[src/rtl/per_source_burst_detector_assert.svh]
// Assertion macros for the per-source burst detector.
// Needs a clock named clk and an active-low reset named arst_n in the including scope.
`ifndef PER_SOURCE_BURST_DETECTOR_ASSERT_SVH
`define PER_SOURCE_BURST_DETECTOR_ASSERT_SVH

// Same-cycle implication, checked outside reset.
`define PBD_ASSERT_IMP(lbl, cond, prop) \
	lbl: assert property (@(posedge clk) disable iff (!arst_n) (cond) |-> (prop)) \
		else $error("same-cycle check failed");

// Next-cycle implication, checked outside reset.
`define PBD_ASSERT_NEXT(lbl, cond, prop) \
	lbl: assert property (@(posedge clk) disable iff (!arst_n) (cond) |=> (prop)) \
		else $error("next-cycle check failed");

`endif

[src/rtl/pbd_pkg.sv]
// Shared constants and controller/datapath interface types for the burst detector.
// No dependencies.
`default_nettype none

package pbd_pkg;

	localparam int DEF_TABLE_ENTRIES = 64;
	localparam int DEF_HISTORY_DEPTH = 8;

	localparam int ADDR_W   = 32;
	localparam int TIME_W   = 32;
	localparam int TALLY_W  = 4;
	localparam int WINDOW_W = 16;
	localparam int BURST_W  = 4;
	localparam int SLOT_W   = 6;
	localparam int CFG_IDX_W  = 8;
	localparam int CFG_DATA_W = 16;
	localparam int IN_DATA_W  = 64;
	localparam int OUT_DATA_W = 16;

	localparam logic [TALLY_W-1:0]  TALLY_MAX    = 4'd15;
	localparam logic [BURST_W-1:0]  BURST_RESET  = 4'd5;
	localparam logic [BURST_W-1:0]  BURST_MIN    = 4'd2;
	localparam logic [WINDOW_W-1:0] WINDOW_RESET = 16'd2;

	localparam logic [CFG_IDX_W-1:0] REG_BURST_COUNT    = 8'd0;
	localparam logic [CFG_IDX_W-1:0] REG_WINDOW_SECONDS = 8'd1;

	// Commands from the controller to the datapath.
	typedef struct packed {
		logic load;
		logic scan;
		logic take_hit;
		logic alloc;
		logic meta_rd;
		logic hist_step;
		logic eval;
		logic full;
		logic emit;
	} pbd_cmd_t;

	// Status from the datapath to the controller.
	typedef struct packed {
		logic hit;
		logic scan_end;
		logic tbl_full;
		logic out_free;
	} pbd_sts_t;

endpackage

`default_nettype wire

[src/rtl/pbd_ctrl.sv]
// Controller state machine for the burst detector: sequences scan, update and output.
// Depends on pbd_pkg.
`default_nettype none

module pbd_ctrl import pbd_pkg::*; (
	input  wire logic      clk,
	input  wire logic      arst_n,
	input  wire logic      in_valid,
	output logic           in_ready,
	input  wire pbd_sts_t  sts,
	output pbd_cmd_t       cmd
);

	localparam logic [2:0] S_IDLE = 3'd0;
	localparam logic [2:0] S_SCAN = 3'd1;
	localparam logic [2:0] S_META = 3'd2;
	localparam logic [2:0] S_HIST = 3'd3;
	localparam logic [2:0] S_EVAL = 3'd4;
	localparam logic [2:0] S_OUT  = 3'd5;

	logic [2:0] state_q;
	logic [2:0] state_d;

	assign in_ready = (state_q == S_IDLE);

	always_comb begin
		state_d = state_q;
		cmd     = '0;
		unique case (state_q)
			S_IDLE: begin
				if (in_valid) begin
					cmd.load = 1'b1;
					state_d  = S_SCAN;
				end
			end
			S_SCAN: begin
				cmd.scan = 1'b1;
				if (sts.hit) begin
					cmd.take_hit = 1'b1;
					state_d      = S_META;
				end else if (sts.scan_end) begin
					if (sts.tbl_full) begin
						cmd.full = 1'b1;
						state_d  = S_OUT;
					end else begin
						cmd.alloc = 1'b1;
						state_d   = S_META;
					end
				end
			end
			S_META: begin
				cmd.meta_rd = 1'b1;
				state_d     = S_HIST;
			end
			S_HIST: begin
				cmd.hist_step = 1'b1;
				state_d       = S_EVAL;
			end
			S_EVAL: begin
				cmd.eval = 1'b1;
				state_d  = S_OUT;
			end
			S_OUT: begin
				if (sts.out_free) begin
					cmd.emit = 1'b1;
					state_d  = S_IDLE;
				end
			end
			default: begin
				state_d = S_IDLE;
			end
		endcase
	end

	always_ff @(posedge clk or negedge arst_n) begin
		if (!arst_n) begin
			state_q <= S_IDLE;
		end else begin
			state_q <= state_d;
		end
	end

endmodule

`default_nettype wire

[config.mk]
export PLATFORM = sky130hd
export DESIGN_NAME = pbd_ctrl
export DESIGN_NICKNAME = d
export VERILOG_FILES = /design/src/rtl/per_source_burst_detector_assert.svh /design/src/rtl/pbd_pkg.sv /design/src/rtl/pbd_ctrl.sv
export SDC_FILE = /design/constraint.sdc
export NUM_CORES = 1
export LEC_CHECK = 0
export ABC_AREA = 1
export CAP_MARGIN = 5
export CORE_AREA = 2 2 39 41
export DETAILED_ROUTE_END_ITERATION = 12
export DIE_AREA = 0 0 41 43
export DONT_BUFFER_PORTS = 1
export GPL_ROUTABILITY_DRIVEN = 0
export GPL_TIMING_DRIVEN = 1
export HOLD_SLACK_MARGIN = 0.03
export SLEW_MARGIN = 40
export SYNTH_ARGS = -nofsm -noshare
export SYNTH_HDL_FRONTEND = slang
export SYNTH_SLANG_ARGS = --single-unit
export TNS_END_PERCENT = 5
[constraint.sdc]
create_clock -name clk -period 1.6 [get_ports clk]
set_clock_uncertainty 0.2 [all_clocks]
set_input_delay 0.24 -clock clk [delete_from_list [all_inputs] [get_ports clk]]
set_output_delay 0.24 -clock clk [all_outputs]
set_load 0.005 [all_outputs]
==> summary.md <==
| Metric | Value |
|---|---|
| Crit path largest cell delay | 450 ps |
| Startpoint types | flip-flop |
| Largest net degree at the start of global routing | 8 |
| Synth Instances | 44 |
| Reg-to-reg endpoint | state_q[2] |
| Std-Cell Core Area | 1384 um2 |
| Flop pwr share | 24.5% |
| Detail Placement HPWL | 570.4 um |
| H-tree depth | 1 |
| PortBufs | 0 |
| GRT Total Usage | 10.07% |
| Pins Over Slew Limit | 0 |
| Arrival @ worst endpoint | 1140 ps |
| Fin crit share | 98.60% |
| Drt initial violations | 3 |
| Vias in the first global route | 289 |
| First-pass GRT wire length | 1152 um |
| Largest regs | state_q (3) |
| Worst reg2reg path depth | 4 |
| Post-layout worst setup margin | 22.47 ps |
| Initial Utilization | 21.25% |
| # IOs | 17 |
| Tmin final | 1578 ps |
| Syn Std Cell Area | between 200 and 300 um2 |
| Worst min path class | input port to async pin |
| VDD IR-drop max | 339.0 uV |
| ANT cells | 0 |
| Dpl cell area | 314.1 um2 |
| Layout Nets | 57 |
| Initial antenna violation count | 0 |
| DR WL/cell | roughly 10 um |
| Reg with most FFs | state_q |
| YS warnings | 0 |
| Clock latency on the worst-skew pair | around 230 ps |
| Crit. End Element | output port |
| Crit path required time | roughly 1200 ps |
| Total power | ~640 uW |
| Area growth, synth to finish | 25.96% |
| Dominant synthesized flop cell | dfrtp_1 |
| Pwr per Cell Area | 1729 nW/um2 |
| Clock Sinks | 3 |
| CTS tree | done |
| Maxcap violations | 0 |
| Core Rows | 14 |
| Die area | 1763 um2 |
| Tightest Pin Transition | ~410 ps |
| CP cell instances | nor2_4 > nand2_4 > nor4_4 |
| Clock power frac | between 20% and 30% |
| Die width | 41 um |
| Gr ovfl total | 0 |
| Logic gate share of total power | 54.9% |
| Num CTS Buffers | 3 |
| Final instance area | 370.4 um2 |
| Fraction of layout cells with a size suffix above 1 | 38.78% |
| Post-synth EDFFs | 0 |
| Switching power share of the total | 49.90% |
| Max FFs per register | 3 |
| Worst path slowest cell | dfrtp_2 |
| F_max | 633.9 MHz |
| Vias | 289 |
| FFs w/ async S/R, synth | 100.0% |
| Reg2Reg Launch Point | state_q[1] |
| Clk buf depth | 2 |
| CTS Root Cell | clkbuf_4 |
| #FFs+latches synth | 3 |
| Sw Pwr | 319.5 uW |
| Post-CTS Setup Bufs | 0 |
| Drt pass-1 iters | 2 |
| Int Power | 320.8 uW |
| Routed vias/inst | 4.446 |
| Static leakage | 0.1843 nW |
| Unrepaired setup endpoints after global routing | true |
| Final Hold Viols | 0 |
| Dpl ws | 198.5 ps |
| DRC | 0 |
| Number of distinct library cells after synthesis | 19 |
| Status | complete, no violations |
| Detailed Route WL | 665 um |
| R2r setup slk | 220 ps |
| Clock transition at path regs | 40 ps |
| Avg Inst Size Synth | 6.683 um2 |
| Seq/Total Area, Yosys | 25.53% |
| Net count after synthesis | 51 |
| Die H | roughly 43 um |
| Final setup viols | 0 |
| Relative slew margins | 72.63% |
| CP Max Fanout | 7 |
| WS Path Type | flip-flop to output port |
| Antenna Nets Post-Route | 0 |
-- metal layers --
layer | GRT usage, % | wire length, um
met5 | 0 | 0
met4 | 6.667 | 0
met3 | 6.283 | 56
met2 | 13.75 | 338
met1 | 11.04 | 270
-- layout by cell type (no fill, tap or decap) --
master         n
a21oi_1        1
a21oi_2        1
clkbuf_1       1
clkbuf_4       3
clkinv_2       1
dfrtp_1        2
dfrtp_2        1
dlygate4sd3_1  1
inv_1          7
inv_2          3
nand2_1        6
nand2_4        1
nand3_1        1
nand3_2        3
nand4_1        1
nor2_1         6
nor2_2         3
nor2_4         1
nor3_1         2
nor4_1         1
nor4_4         1
o21ai_1        1
o21bai_2       1
-- final cells by class --
| type | count | area (um2) |
|---|---|---|
| Clock buffer | 4 | 26.28 |
| Fill cell | 164 | 1013 |
| Inverter | 11 | 42.54 |
| Multi-Input combinational cell | 30 | 195.2 |
| Sequential cell | 3 | 76.32 |
| Tap cell | 16 | 20.02 |
| Timing Repair Buffer | 1 | 10.01 |
-- timing repair --
item                                    4_1_cts  5_1_grt
endpoints found under the setup margin        2        7
pin swaps                                     1        1
hold endpoints to repair                      3        0
gates resized for setup                       3        2
hold buffers                                  1        0
-- cells by family (layout without fill, tap and decap cells) --
kind of cell / after synthesis / count (layout) / share of synthesized area [%]
compound gates: 4 / 4 / 10.21
buf+inv: 11 / 16 / 14.47
simple gates: 26 / 26 / 49.79
flops: 3 / 3 / 25.53
-- worst max-delay path by stage --
stage / from / endpoint / depth (start not counted) / slack [ps]
after global placement: state_q[2] / cmd[5] / 3 / 240
after CTS: state_q[0] / cmd[5] / 4 / 3
after global routing: state_q[0] / cmd[5] / 4 / -60
after detailed placement: state_q[2] / cmd[5] / 3 / 200
final: state_q[2] / cmd[5] / 3 / 20
after floorplan: state_q[2] / cmd[5] / 3 / 290
-- worst max-delay path, delay by kind of cell (launching register included) --
kind	cells	cell delay, ps
flops	1	450
simple gates	3	460
-- cell usage after synthesis, types with 2 or more instances --
| master | number | area share [%] |
|---|---|---|
| inv_1 | 7 | 8.9 |
| dfrtp_1 | 3 | 26 |
| nand3_2 | 3 | 10 |
| inv_2 | 3 | 3.8 |
| nor3_1 | 2 | 3.4 |
| nand2_1 | 6 | 7.7 |
| nor2_1 | 8 | 10 |
-- stage by stage --
step / instances / hold slack (ps) / setup TNS [ps] / utilization [%]
floorplan: 44 / -255.6 / 0 / -
global placement: 60 / -255.5 / 0 / 22.69
detailed placement: 60 / -255.5 / 0 / 22.69
CTS: 65 / 57.53 / 0 / 26.40
global route: 65 / 54.49 / -202.4 / 26.76
finish: 65 / 59.69 / 0 / 26.76
-- power groups by stage --
stage | Clock [mW] | Sequential (mW) | Combinational, mW
final | 0.132 | 0.157 | 0.351
after CTS | 0.139 | 0.156 | 0.358
after floorplan | 0 | 0.145 | 0.287
after global routing | 0.144 | 0.163 | 0.409
after detailed placement | 0 | 0.155 | 0.332
after global placement | 0 | 0.155 | 0.334
No activity file was read; power rests on OpenSTA's default activity.
